File: config.mk
export PLATFORM = sky130hd
export DESIGN_NAME = piecewise_linear_interpolator_unit
export DESIGN_NICKNAME = d
export VERILOG_FILES = /design/src/pli_pkg.sv /design/src/pli_ram.sv /design/src/pli_muldiv.sv /design/src/piecewise_linear_interpolator_unit.sv
export SDC_FILE = /design/constraint.sdc
export NUM_CORES = 2
export LEC_CHECK = 0
export BUFFER_PORTS_ARGS = -buffer_cell sky130_fd_sc_hd__buf_2
export CORE_MARGIN = 2
export CORE_UTILIZATION = 50
export DETAILED_ROUTE_END_ITERATION = 8
export PLACE_DENSITY = 0.63
export SYNTH_ARGS = -nofsm -noshare
export SYNTH_HDL_FRONTEND = slang
export SYNTH_SLANG_ARGS = --single-unit
File: constraint.sdc
create_clock -name clock -period 12 [get_ports clock]
set_input_delay 2.4 -clock clock [delete_from_list [all_inputs] [get_ports clock]]
set_output_delay 2.4 -clock clock [all_outputs]
set_load 0.03 [all_outputs]
File: src/pli_pkg.sv
// ----------------------------------------------------------------------------
// Piecewise linear interpolator package
// Shared widths, codes and types for the interpolator and its arithmetic unit.
// ----------------------------------------------------------------------------
`timescale 1ns / 1ps
`default_nettype none

package pli_pkg;

   localparam int DEFAULT_MAX_POINTS  = 16;
   localparam int DEFAULT_VALUE_WIDTH = 32;

   localparam int CSR_WIDTH    = 5;
   localparam int INDEX_WIDTH  = 4;
   localparam int REGION_WIDTH = 2;

   localparam logic [CSR_WIDTH-1:0] CSR_RESET = 5'd1;

   localparam logic ACTION_WRITE = 1'b0;
   localparam logic ACTION_QUERY = 1'b1;

   typedef enum logic [REGION_WIDTH-1:0] {
      REGION_INTERP = 2'd0,
      REGION_FIRST  = 2'd1,
      REGION_LAST   = 2'd2
   } region_type;

   // status of the multiply/divide unit as seen by the sequencer
   typedef struct packed {
      logic busy;
      logic done;
   } mdu_status_type;

endpackage : pli_pkg

`default_nettype wire

File: src/pli_ram.sv
// ----------------------------------------------------------------------------
// Generic single-port-write RAM
// One write port and one read port with registered read data.
// ----------------------------------------------------------------------------
`timescale 1ns / 1ps
`default_nettype none

module pli_ram #(
   parameter int WIDTH = 64,
   parameter int DEPTH = 16
) (
   input  logic                     clock,
   input  logic                     wr_en,
   input  logic [$clog2(DEPTH)-1:0] wr_addr,
   input  logic [WIDTH-1:0]         wr_data,
   input  logic [$clog2(DEPTH)-1:0] rd_addr,
   output logic [WIDTH-1:0]         rd_data
);

   logic [WIDTH-1:0] mem [DEPTH];
   logic [WIDTH-1:0] rd_data_ff;

   always_ff @(posedge clock) begin
      if (wr_en) begin
         mem[wr_addr] <= wr_data;
      end
      rd_data_ff <= mem[rd_addr];
   end

   assign rd_data = rd_data_ff;

endmodule : pli_ram

`default_nettype wire

File: src/pli_muldiv.sv
// ----------------------------------------------------------------------------
// Shared multiply/divide unit
// Radix-2 shift-add multiply followed by restoring divide, both on one adder.
// Computes floor(mag * mplr / den), given mplr <= den so the quotient fits.
// ----------------------------------------------------------------------------
`timescale 1ns / 1ps
`default_nettype none

module pli_muldiv #(
   parameter int OP_WIDTH = 33
) (
   input  logic                         clock,
   input  logic                         reset,
   input  logic                         start,
   input  logic [OP_WIDTH-1:0]          mag,
   input  logic [OP_WIDTH-1:0]          mplr,
   input  logic [OP_WIDTH-1:0]          den,
   output logic [OP_WIDTH-1:0]          quotient,
   output pli_pkg::mdu_status_type      status
);
   import pli_pkg::*;

   localparam int CNT_W = $clog2(OP_WIDTH);

   typedef enum logic [1:0] {
      PH_IDLE,
      PH_MUL,
      PH_DIV
   } phase_type;

   phase_type            phase_ff, phase_in;
   logic [CNT_W-1:0]     cnt_ff, cnt_in;
   logic [OP_WIDTH-1:0]  hi_ff, hi_in;
   logic [OP_WIDTH-1:0]  lo_ff, lo_in;
   logic [OP_WIDTH-1:0]  mag_ff, mag_in;
   logic [OP_WIDTH-1:0]  den_ff, den_in;
   logic                 done_ff, done_in;

   // shared adder
   logic [OP_WIDTH:0]    a_op;
   logic [OP_WIDTH:0]    b_op;
   logic                 sub;
   logic [OP_WIDTH+1:0]  sum;
   logic                 ge;

   always_comb begin
      a_op = '0;
      b_op = '0;
      sub  = 1'b0;
      case (phase_ff)
         PH_MUL: begin
            a_op = {1'b0, hi_ff};
            b_op = lo_ff[0] ? {1'b0, mag_ff} : '0;
         end
         PH_DIV: begin
            a_op = {hi_ff, lo_ff[OP_WIDTH-1]};
            b_op = {1'b0, den_ff};
            sub  = 1'b1;
         end
         default: begin
            sub = 1'b0;
         end
      endcase
      sum = {1'b0, a_op} + (sub ? ~{1'b0, b_op} : {1'b0, b_op}) + (OP_WIDTH+2)'(sub);
      ge  = ~sum[OP_WIDTH+1];
   end

   always_comb begin
      phase_in = phase_ff;
      cnt_in   = cnt_ff;
      hi_in    = hi_ff;
      lo_in    = lo_ff;
      mag_in   = mag_ff;
      den_in   = den_ff;
      done_in  = 1'b0;
      case (phase_ff)
         PH_IDLE: begin
            if (start) begin
               hi_in    = '0;
               lo_in    = mplr;
               mag_in   = mag;
               den_in   = den;
               cnt_in   = CNT_W'(OP_WIDTH - 1);
               phase_in = PH_MUL;
            end
         end
         PH_MUL: begin
            // shift the partial product right one place
            hi_in  = sum[OP_WIDTH:1];
            lo_in  = {sum[0], lo_ff[OP_WIDTH-1:1]};
            cnt_in = cnt_ff - CNT_W'(1);
            if (cnt_ff == '0) begin
               cnt_in   = CNT_W'(OP_WIDTH - 1);
               phase_in = PH_DIV;
            end
         end
         PH_DIV: begin
            // high half is already below den, so one pass per quotient bit
            hi_in  = ge ? sum[OP_WIDTH-1:0] : a_op[OP_WIDTH-1:0];
            lo_in  = {lo_ff[OP_WIDTH-2:0], ge};
            cnt_in = cnt_ff - CNT_W'(1);
            if (cnt_ff == '0) begin
               done_in  = 1'b1;
               phase_in = PH_IDLE;
            end
         end
         default: begin
            phase_in = PH_IDLE;
         end
      endcase
   end

   always_ff @(posedge clock) begin
      cnt_ff <= cnt_in;
      hi_ff  <= hi_in;
      lo_ff  <= lo_in;
      mag_ff <= mag_in;
      den_ff <= den_in;
      if (reset) begin
         phase_ff <= PH_IDLE;
         done_ff  <= 1'b0;
      end else begin
         phase_ff <= phase_in;
         done_ff  <= done_in;
      end
   end

   assign quotient    = lo_ff;
   assign status.busy = (phase_ff != PH_IDLE);
   assign status.done = done_ff;

endmodule : pli_muldiv

`default_nettype wire

File: src/piecewise_linear_interpolator_unit.sv
// ----------------------------------------------------------------------------
// Piecewise linear interpolator
// Breakpoint table with linear search and interpolation in signed Q16.16.
//
//   channel  dir  handshake            payload
//   req      in   req_valid/req_stall  action, point_index, point_x/y, query_x
//   rsp      out  rsp_valid/rsp_stall  result_y, region, segment_index
//   csr      in   csr_wr_en            points_in_use
//
// A write item updates the table RAM at acceptance if point_index < MAX_POINTS.
// A query runs from its transfer through a linear search of the entries in use,
// VALUE_WIDTH+1 multiply and VALUE_WIDTH+1 divide steps on the single shared
// adder, and the acceptance, setup, start, completion and delivery steps.
// Clamped queries skip the arithmetic. req_stall is high while a query is in
// progress; a finished result waits in the output register while the next
// item is taken, and a result that meets a still-stalled output register
// holds in delivery.
// Reset is synchronous.
// ----------------------------------------------------------------------------
`timescale 1ns / 1ps
`default_nettype none

module piecewise_linear_interpolator_unit #(
   parameter int MAX_POINTS  = pli_pkg::DEFAULT_MAX_POINTS,
   parameter int VALUE_WIDTH = pli_pkg::DEFAULT_VALUE_WIDTH
) (
   input  logic                                clock,
   input  logic                                reset,
   // request channel
   input  logic                                req_valid,
   output logic                                req_stall,
   input  logic                                req_action,
   input  logic [pli_pkg::INDEX_WIDTH-1:0]     req_point_index,
   input  logic signed [VALUE_WIDTH-1:0]       req_point_x,
   input  logic signed [VALUE_WIDTH-1:0]       req_point_y,
   input  logic signed [VALUE_WIDTH-1:0]       req_query_x,
   // response channel
   output logic                                rsp_valid,
   input  logic                                rsp_stall,
   output logic signed [VALUE_WIDTH-1:0]       rsp_result_y,
   output logic [pli_pkg::REGION_WIDTH-1:0]    rsp_region,
   output logic [pli_pkg::INDEX_WIDTH-1:0]     rsp_segment_index,
   // configuration
   input  logic                                csr_wr_en,
   input  logic [pli_pkg::CSR_WIDTH-1:0]       csr_wr_data
);
   import pli_pkg::*;

   localparam int W      = VALUE_WIDTH;
   localparam int M      = VALUE_WIDTH + 1;
   localparam int ADDR_W = $clog2(MAX_POINTS);
   localparam int NW     = ADDR_W + 1;

   typedef enum logic [2:0] {
      ST_IDLE,
      ST_SEARCH,
      ST_SETUP,
      ST_START,
      ST_WAIT,
      ST_DELIVER
   } state_type;

   state_type                state_ff, state_in;
   logic [CSR_WIDTH-1:0]     csr_ff, csr_in;
   logic signed [W-1:0]      q_ff, q_in;
   logic [NW-1:0]            n_ff, n_in;
   logic [ADDR_W-1:0]        cmp_ff, cmp_in;
   logic signed [W-1:0]      lo_x_ff, lo_x_in;
   logic signed [W-1:0]      lo_y_ff, lo_y_in;
   logic signed [W-1:0]      hi_x_ff, hi_x_in;
   logic signed [W-1:0]      hi_y_ff, hi_y_in;
   logic [M-1:0]             dy_ff, dy_in;
   logic [M-1:0]             dxq_ff, dxq_in;
   logic [M-1:0]             den_ff, den_in;
   logic [W-1:0]             res_ff, res_in;
   region_type               region_ff, region_in;
   logic [ADDR_W-1:0]        seg_ff, seg_in;
   logic                     rsp_valid_ff, rsp_valid_in;
   logic [W-1:0]             rsp_y_ff, rsp_y_in;
   region_type               rsp_region_ff, rsp_region_in;
   logic [INDEX_WIDTH-1:0]   rsp_seg_ff, rsp_seg_in;

   // table RAM
   logic                     tbl_wr_en;
   logic [ADDR_W-1:0]        tbl_wr_addr;
   logic [ADDR_W-1:0]        tbl_rd_addr;
   logic [2*W-1:0]           tbl_rd_data;
   logic signed [W-1:0]      rd_x;
   logic signed [W-1:0]      rd_y;

   // arithmetic unit
   logic                     mdu_start;
   logic [M-1:0]             mdu_mag;
   logic [M-1:0]             mdu_quo;
   mdu_status_type           mdu_status;

   logic                     req_xfer;
   logic [NW-1:0]            n_eff;
   logic [NW-1:0]            cmp_next;
   logic                     search_last;

   assign req_xfer = req_valid && !req_stall;
   assign req_stall = (state_ff != ST_IDLE);

   assign tbl_wr_en   = req_xfer && (req_action == ACTION_WRITE)
                        && (int'(req_point_index) < MAX_POINTS);
   assign tbl_wr_addr = ADDR_W'(req_point_index);
   assign tbl_rd_addr = (state_ff == ST_SEARCH) ? cmp_ff + ADDR_W'(1) : '0;

   pli_ram #(
      .WIDTH (2 * W),
      .DEPTH (MAX_POINTS)
   ) u_table (
      .clock   (clock),
      .wr_en   (tbl_wr_en),
      .wr_addr (tbl_wr_addr),
      .wr_data ({req_point_y, req_point_x}),
      .rd_addr (tbl_rd_addr),
      .rd_data (tbl_rd_data)
   );

   assign rd_x = tbl_rd_data[W-1:0];
   assign rd_y = tbl_rd_data[2*W-1:W];

   assign mdu_start = (state_ff == ST_START);
   assign mdu_mag   = dy_ff[M-1] ? (~dy_ff + M'(1)) : dy_ff;

   pli_muldiv #(
      .OP_WIDTH (M)
   ) u_muldiv (
      .clock    (clock),
      .reset    (reset),
      .start    (mdu_start),
      .mag      (mdu_mag),
      .mplr     (dxq_ff),
      .den      (den_ff),
      .quotient (mdu_quo),
      .status   (mdu_status)
   );

   // clamp the entry count into 1..MAX_POINTS
   always_comb begin
      if (csr_ff == '0) begin
         n_eff = NW'(1);
      end else if (int'(csr_ff) > MAX_POINTS) begin
         n_eff = NW'(MAX_POINTS);
      end else begin
         n_eff = NW'(csr_ff);
      end
   end

   assign cmp_next    = {1'b0, cmp_ff} + NW'(1);
   assign search_last = (cmp_next == n_ff);

   always_comb begin
      state_in      = state_ff;
      csr_in        = csr_ff;
      q_in          = q_ff;
      n_in          = n_ff;
      cmp_in        = cmp_ff;
      lo_x_in       = lo_x_ff;
      lo_y_in       = lo_y_ff;
      hi_x_in       = hi_x_ff;
      hi_y_in       = hi_y_ff;
      dy_in         = dy_ff;
      dxq_in        = dxq_ff;
      den_in        = den_ff;
      res_in        = res_ff;
      region_in     = region_ff;
      seg_in        = seg_ff;
      rsp_valid_in  = rsp_valid_ff;
      rsp_y_in      = rsp_y_ff;
      rsp_region_in = rsp_region_ff;
      rsp_seg_in    = rsp_seg_ff;

      if (csr_wr_en) begin
         csr_in = csr_wr_data;
      end

      // drop the result once its transfer completes
      if (rsp_valid_ff && !rsp_stall) begin
         rsp_valid_in = 1'b0;
      end

      case (state_ff)
         ST_IDLE: begin
            if (req_xfer && (req_action == ACTION_QUERY)) begin
               q_in     = req_query_x;
               n_in     = n_eff;
               cmp_in   = '0;
               state_in = ST_SEARCH;
            end
         end
         ST_SEARCH: begin
            if (!(q_ff > rd_x)) begin
               seg_in = cmp_ff;
               if (cmp_ff == '0) begin
                  res_in    = rd_y;
                  region_in = REGION_FIRST;
                  state_in  = ST_DELIVER;
               end else begin
                  hi_x_in   = rd_x;
                  hi_y_in   = rd_y;
                  region_in = REGION_INTERP;
                  state_in  = ST_SETUP;
               end
            end else if (search_last) begin
               seg_in    = cmp_ff;
               res_in    = rd_y;
               region_in = REGION_LAST;
               state_in  = ST_DELIVER;
            end else begin
               // advance, keeping this entry as the lower neighbour
               lo_x_in = rd_x;
               lo_y_in = rd_y;
               cmp_in  = cmp_ff + ADDR_W'(1);
            end
         end
         ST_SETUP: begin
            dy_in    = {hi_y_ff[W-1], hi_y_ff} - {lo_y_ff[W-1], lo_y_ff};
            dxq_in   = {q_ff[W-1], q_ff} - {lo_x_ff[W-1], lo_x_ff};
            den_in   = {hi_x_ff[W-1], hi_x_ff} - {lo_x_ff[W-1], lo_x_ff};
            state_in = ST_START;
         end
         ST_START: begin
            state_in = ST_WAIT;
         end
         ST_WAIT: begin
            if (mdu_status.done) begin
               res_in   = dy_ff[M-1] ? lo_y_ff - mdu_quo[W-1:0]
                                     : lo_y_ff + mdu_quo[W-1:0];
               state_in = ST_DELIVER;
            end
         end
         ST_DELIVER: begin
            // hold until the output register is free
            if (!rsp_valid_ff || !rsp_stall) begin
               rsp_valid_in  = 1'b1;
               rsp_y_in      = res_ff;
               rsp_region_in = region_ff;
               rsp_seg_in    = INDEX_WIDTH'({{INDEX_WIDTH{1'b0}}, seg_ff});
               state_in      = ST_IDLE;
            end
         end
         default: begin
            state_in = ST_IDLE;
         end
      endcase
   end

   always_ff @(posedge clock) begin
      q_ff          <= q_in;
      n_ff          <= n_in;
      cmp_ff        <= cmp_in;
      lo_x_ff       <= lo_x_in;
      lo_y_ff       <= lo_y_in;
      hi_x_ff       <= hi_x_in;
      hi_y_ff       <= hi_y_in;
      dy_ff         <= dy_in;
      dxq_ff        <= dxq_in;
      den_ff        <= den_in;
      res_ff        <= res_in;
      region_ff     <= region_in;
      seg_ff        <= seg_in;
      rsp_y_ff      <= rsp_y_in;
      rsp_region_ff <= rsp_region_in;
      rsp_seg_ff    <= rsp_seg_in;
      if (reset) begin
         state_ff     <= ST_IDLE;
         csr_ff       <= CSR_RESET;
         rsp_valid_ff <= 1'b0;
      end else begin
         state_ff     <= state_in;
         csr_ff       <= csr_in;
         rsp_valid_ff <= rsp_valid_in;
      end
   end

   assign rsp_valid         = rsp_valid_ff;
   assign rsp_result_y      = rsp_y_ff;
   assign rsp_region        = rsp_region_ff;
   assign rsp_segment_index = rsp_seg_ff;

`ifndef SYNTH
   a_rsp_from_deliver : assert property (@(posedge clock) disable iff (reset)
      $rose(rsp_valid_ff) |-> $past(state_ff == ST_DELIVER))
      else $error("response raised outside delivery");

   a_start_when_free : assert property (@(posedge clock) disable iff (reset)
      mdu_start |-> !mdu_status.busy)
      else $error("arithmetic unit started while busy");

   a_done_in_wait : assert property (@(posedge clock) disable iff (reset)
      mdu_status.done |-> (state_ff == ST_WAIT))
      else $error("arithmetic result arrived outside wait state");

   a_search_bound : assert property (@(posedge clock) disable iff (reset)
      (state_ff == ST_SEARCH) |-> ({1'b0, cmp_ff} < n_ff))
      else $error("search index beyond entries in use");
`endif

endmodule : piecewise_linear_interpolator_unit

`default_nettype wire
==> flow_metrics.tcl <==
set metrics [dict create \
    status "finished clean" \
    synth_edf_count 1506 \
    mostFrequentLayoutCell "edfxtp_1" \
    synth_simple_gate_area_share_pct 6.91 \
    via_per_inst 5.90 \
    path_class "flip-flop to flip-flop" \
    drt-initial-drc-count 3997 \
    synth_fp_nets 5211 \
    startpoint_type "flip-flop" \
    clk_pin_slew_ns 0.06 \
    multi_input_area_um2 21300 \
    dp_hpwl_um 103000 \
    ys_warn_count 0 \
    arrival_ns 7.21 \
    port_buffers 150 \
    regArea_um2 46700 \
    route.detailed.drc 0 \
    p_sw_share_pct 36.9 \
    power_switching_w 0.00747 \
    muxShareOfSynthArea_pct 6.16 \
    relSlewSlack_pct 23.7 \
    post-cts-setup-buffers 0 \
    synthCells 4889 \
    clkLatencyLatePin_ns 0.82 \
    cts_root_buffer "clkbuf_16" \
    grt_max_degree 135 \
    fmax_ghz 0.149 \
    synth-main-ff-cell "edfxtp_1" \
    row_count 136 \
    finalClockSkew_ns 0.0399 \
    cap_violations 0 \
    clkSinkCount 1582 \
    drive_gt1_share_pct 11.2 \
    rsz0062_at_grt "no" \
    ios 151 \
    start_util_pct 50.4 \
    grt_pass1_vias 39700 \
    period_share_pct 55.9 \
    syn-cell-area_um2 69400 \
    p_comb_share_pct 37.1 \
    cts.htree.levels 4 \
    drv_slew 0 \
    vdd_drop_max_mv 0.180 \
    firstDrtPassIters 5 \
    antenna_found_initial 30 \
    antenna_left 0 \
    routed_wl_um 170000 \
    syn2layout_area_growth_pct 11.9 \
    p_leak_nw 27.7 \
    crit_path_end_kind "flip-flop" \
    die_h_um 377 \
    final_nets 5360 \
    wl_per_cell_um 24.5 \
    synth_compound_area_share_pct 10.9 \
    ctsResizeCount 0 \
    grt_first_pass_wirelength_um 253000 \
    nFillCells 10800 \
    p_int_w 0.0128 \
    core_um2 138000 \
    placed_area_um2 72300 \
    finalHoldViolCount 0 \
    ys_seq_area_share_pct 67.3 \
    cts_hold_buffers 0 \
    syn_avg_cell_area_um2 14.2 \
    vias 41200 \
    synth_xor_area_share_pct 2.58 \
    final_cell_area_um2 77700 \
    setup_viol 0 \
    seqPwrFrac_pct 38.1 \
    hold_class "flip-flop to flip-flop" \
    worstMarginPinSlew_ns 1.14 \
    cp.required_ns 12.50 \
    synth_cell_type_count 75 \
    synthArstFlopShare_pct 0 \
    cts_tree "done" \
    tns_ns 0 \
    synth-seq-cells 1582 \
    synth_fa_ha_area_share_pct 3.86 \
    p_clk_share_pct 24.8 \
    period_needed_ns 6.71 \
    grtUsageTotal_pct 24.0 \
    power.density_nw_per_um2 260 \
    synth_top_family_by_area "compound AO/OA/AOI/OAI gates" \
    gp_congestion 0.926 \
    final_cell_mix "1506 x edfxtp_1, 396 x nand2_1, 280 x mux2i_1" \
    cp_max_fo 107 \
    grt_remaining_overflow 0 \
    cts_buffers 165 \
    die-area_um2 142000 \
    dieWidth_um 377 \
    clk_path_buf_depth 3 \
]
-- final timing paths --
path                                           start                 end  slack [ns]  cells past startpoint
worst max-delay path            u_muldiv.phase_ff[0]  u_muldiv.hi_ff[32]        5.29                     23
worst min-delay path                      res_ff[15]    rsp_result_y[15]        0.41                      0
worst max register to register  u_muldiv.phase_ff[0]  u_muldiv.hi_ff[32]        5.29                     23
worst min register to register            res_ff[15]    rsp_result_y[15]        0.41                      0
-- cell usage after synthesis (11+ instances only) --
| cell | instances | area (um2) |
|---|---|---|
| nor2_1 | 195 | 732 |
| a31oi_1 | 83 | 519 |
| a211o_1 | 11 | 96.3 |
| inv_1 | 178 | 668 |
| o21bai_1 | 20 | 150 |
| nand2b_1 | 28 | 175 |
| xor2_1 | 49 | 429 |
| o211ai_1 | 14 | 105 |
| nand4_1 | 12 | 75.1 |
| o22ai_1 | 19 | 119 |
| mux4_2 | 64 | 1440 |
| nor3_1 | 45 | 225 |
| nor2b_1 | 27 | 169 |
| a211oi_1 | 214 | 1610 |
| a311oi_1 | 67 | 587 |
| o21ai_0 | 159 | 796 |
| mux2i_1 | 280 | 2800 |
| a21o_1 | 70 | 526 |
| nand2_1 | 399 | 1500 |
| ha_1 | 206 | 2580 |
| clkbuf_1 | 205 | 769 |
| and3_1 | 50 | 313 |
| dfxtp_1 | 76 | 1520 |
| a21oi_1 | 253 | 1270 |
| edfxtp_1 | 1506 | 45200 |
| or3_1 | 24 | 150 |
| xnor2_1 | 152 | 1330 |
| and2_1 | 138 | 863 |
| a22o_1 | 68 | 596 |
| o21a_1 | 27 | 203 |
| a22oi_1 | 33 | 248 |
| o31ai_1 | 18 | 135 |
| buf_1 | 25 | 93.8 |
| nand3_1 | 41 | 205 |
-- final cells by class --
cell class,instances,share of cell area (%)
Clock inverter,88,1.16
Timing Repair Buffer,219,1.70
Antenna cell,6,0.0193
Clock buffer,214,5.74
Multi-Input combinational cell,2891,27.4
Sequential cell,1582,60.2
Inverter,179,0.878
Tap cell,1794,2.89
-- per-stage QoR --
step	util [%]	cells	power, W	worst slack [ns]	hold WS (ns)
6_report	56.4	6973	0.0202	5.29	0.414
5_1_grt	56.4	6968	0.0213	4.74	0.419
4_1_cts	56.4	6967	0.0203	5.34	0.414
3_5_place_dp	52.5	6665	0.0153	5.38	0.405
3_3_place_gp	52.5	6665	0.0152	5.59	0.401
2_1_floorplan	-	4889	0.0128	3.99	0.400
-- registers in the layout (all words and copies together) (netlist names), 33 cells and up --
register / count
u_table.mem: 1024
u_table.rd_data: 64
den_ff: 33
dxq_ff: 33
dy_ff: 33
u_muldiv.den_ff: 33
u_muldiv.hi_ff: 33
u_muldiv.mag_ff: 33
u_muldiv.quotient: 33
-- power groups by stage --
stage / clock [W] / sequential (W) / combinational (W)
after floorplan: 0 / 0.00759 / 0.00525
after global placement: 0 / 0.00779 / 0.00740
after detailed placement: 0 / 0.00781 / 0.00748
after CTS: 0.00511 / 0.00769 / 0.00752
after global routing: 0.00532 / 0.00776 / 0.00823
final: 0.00502 / 0.00770 / 0.00751
-- worst max-delay path: stages, from the launching register on --
cell       delay [ns]
dfxtp_1          0.40
inv_1            0.13
ha_4             0.93
inv_1            0.26
nor2_2           0.14
buf_4            0.34
a22o_1           0.24
inv_1            0.06
fa_1             0.43
nor2b_1          0.20
o211ai_1         0.17
a31oi_1          0.29
o2111ai_1        0.26
a211o_1          0.32
nand2_1          0.21
a31oi_1          0.19
o21ai_0          0.33
a211oi_1         0.13
nor2b_1          0.13
ha_1             0.26
inv_2            0.42
o221ai_1         0.22
o211ai_1         0.15
o221ai_1         0.14
-- cell families (layout without fill, tap and decap cells) --
family	after synthesis	in the layout
muxes	347	347
xor gates and xnor gates	202	202
buffers and inverters	416	700
DFF	1582	1582
other	0	6
and+or+nand+nor	1008	1008
AOI/OAI and AO/OA	1123	1123
adders and majority gates	211	211
-- layer usage --
| metal | GRT usage (%) | part of all wire, % |
|---|---|---|
| met1 | 33.9 | 45 |
| met2 | 37.5 | 46 |
| met3 | 4.62 | 6.6 |
| met4 | 7.45 | 2.7 |
| met5 | 0 | 0.094 |
(Power assumes the default switching activity.)
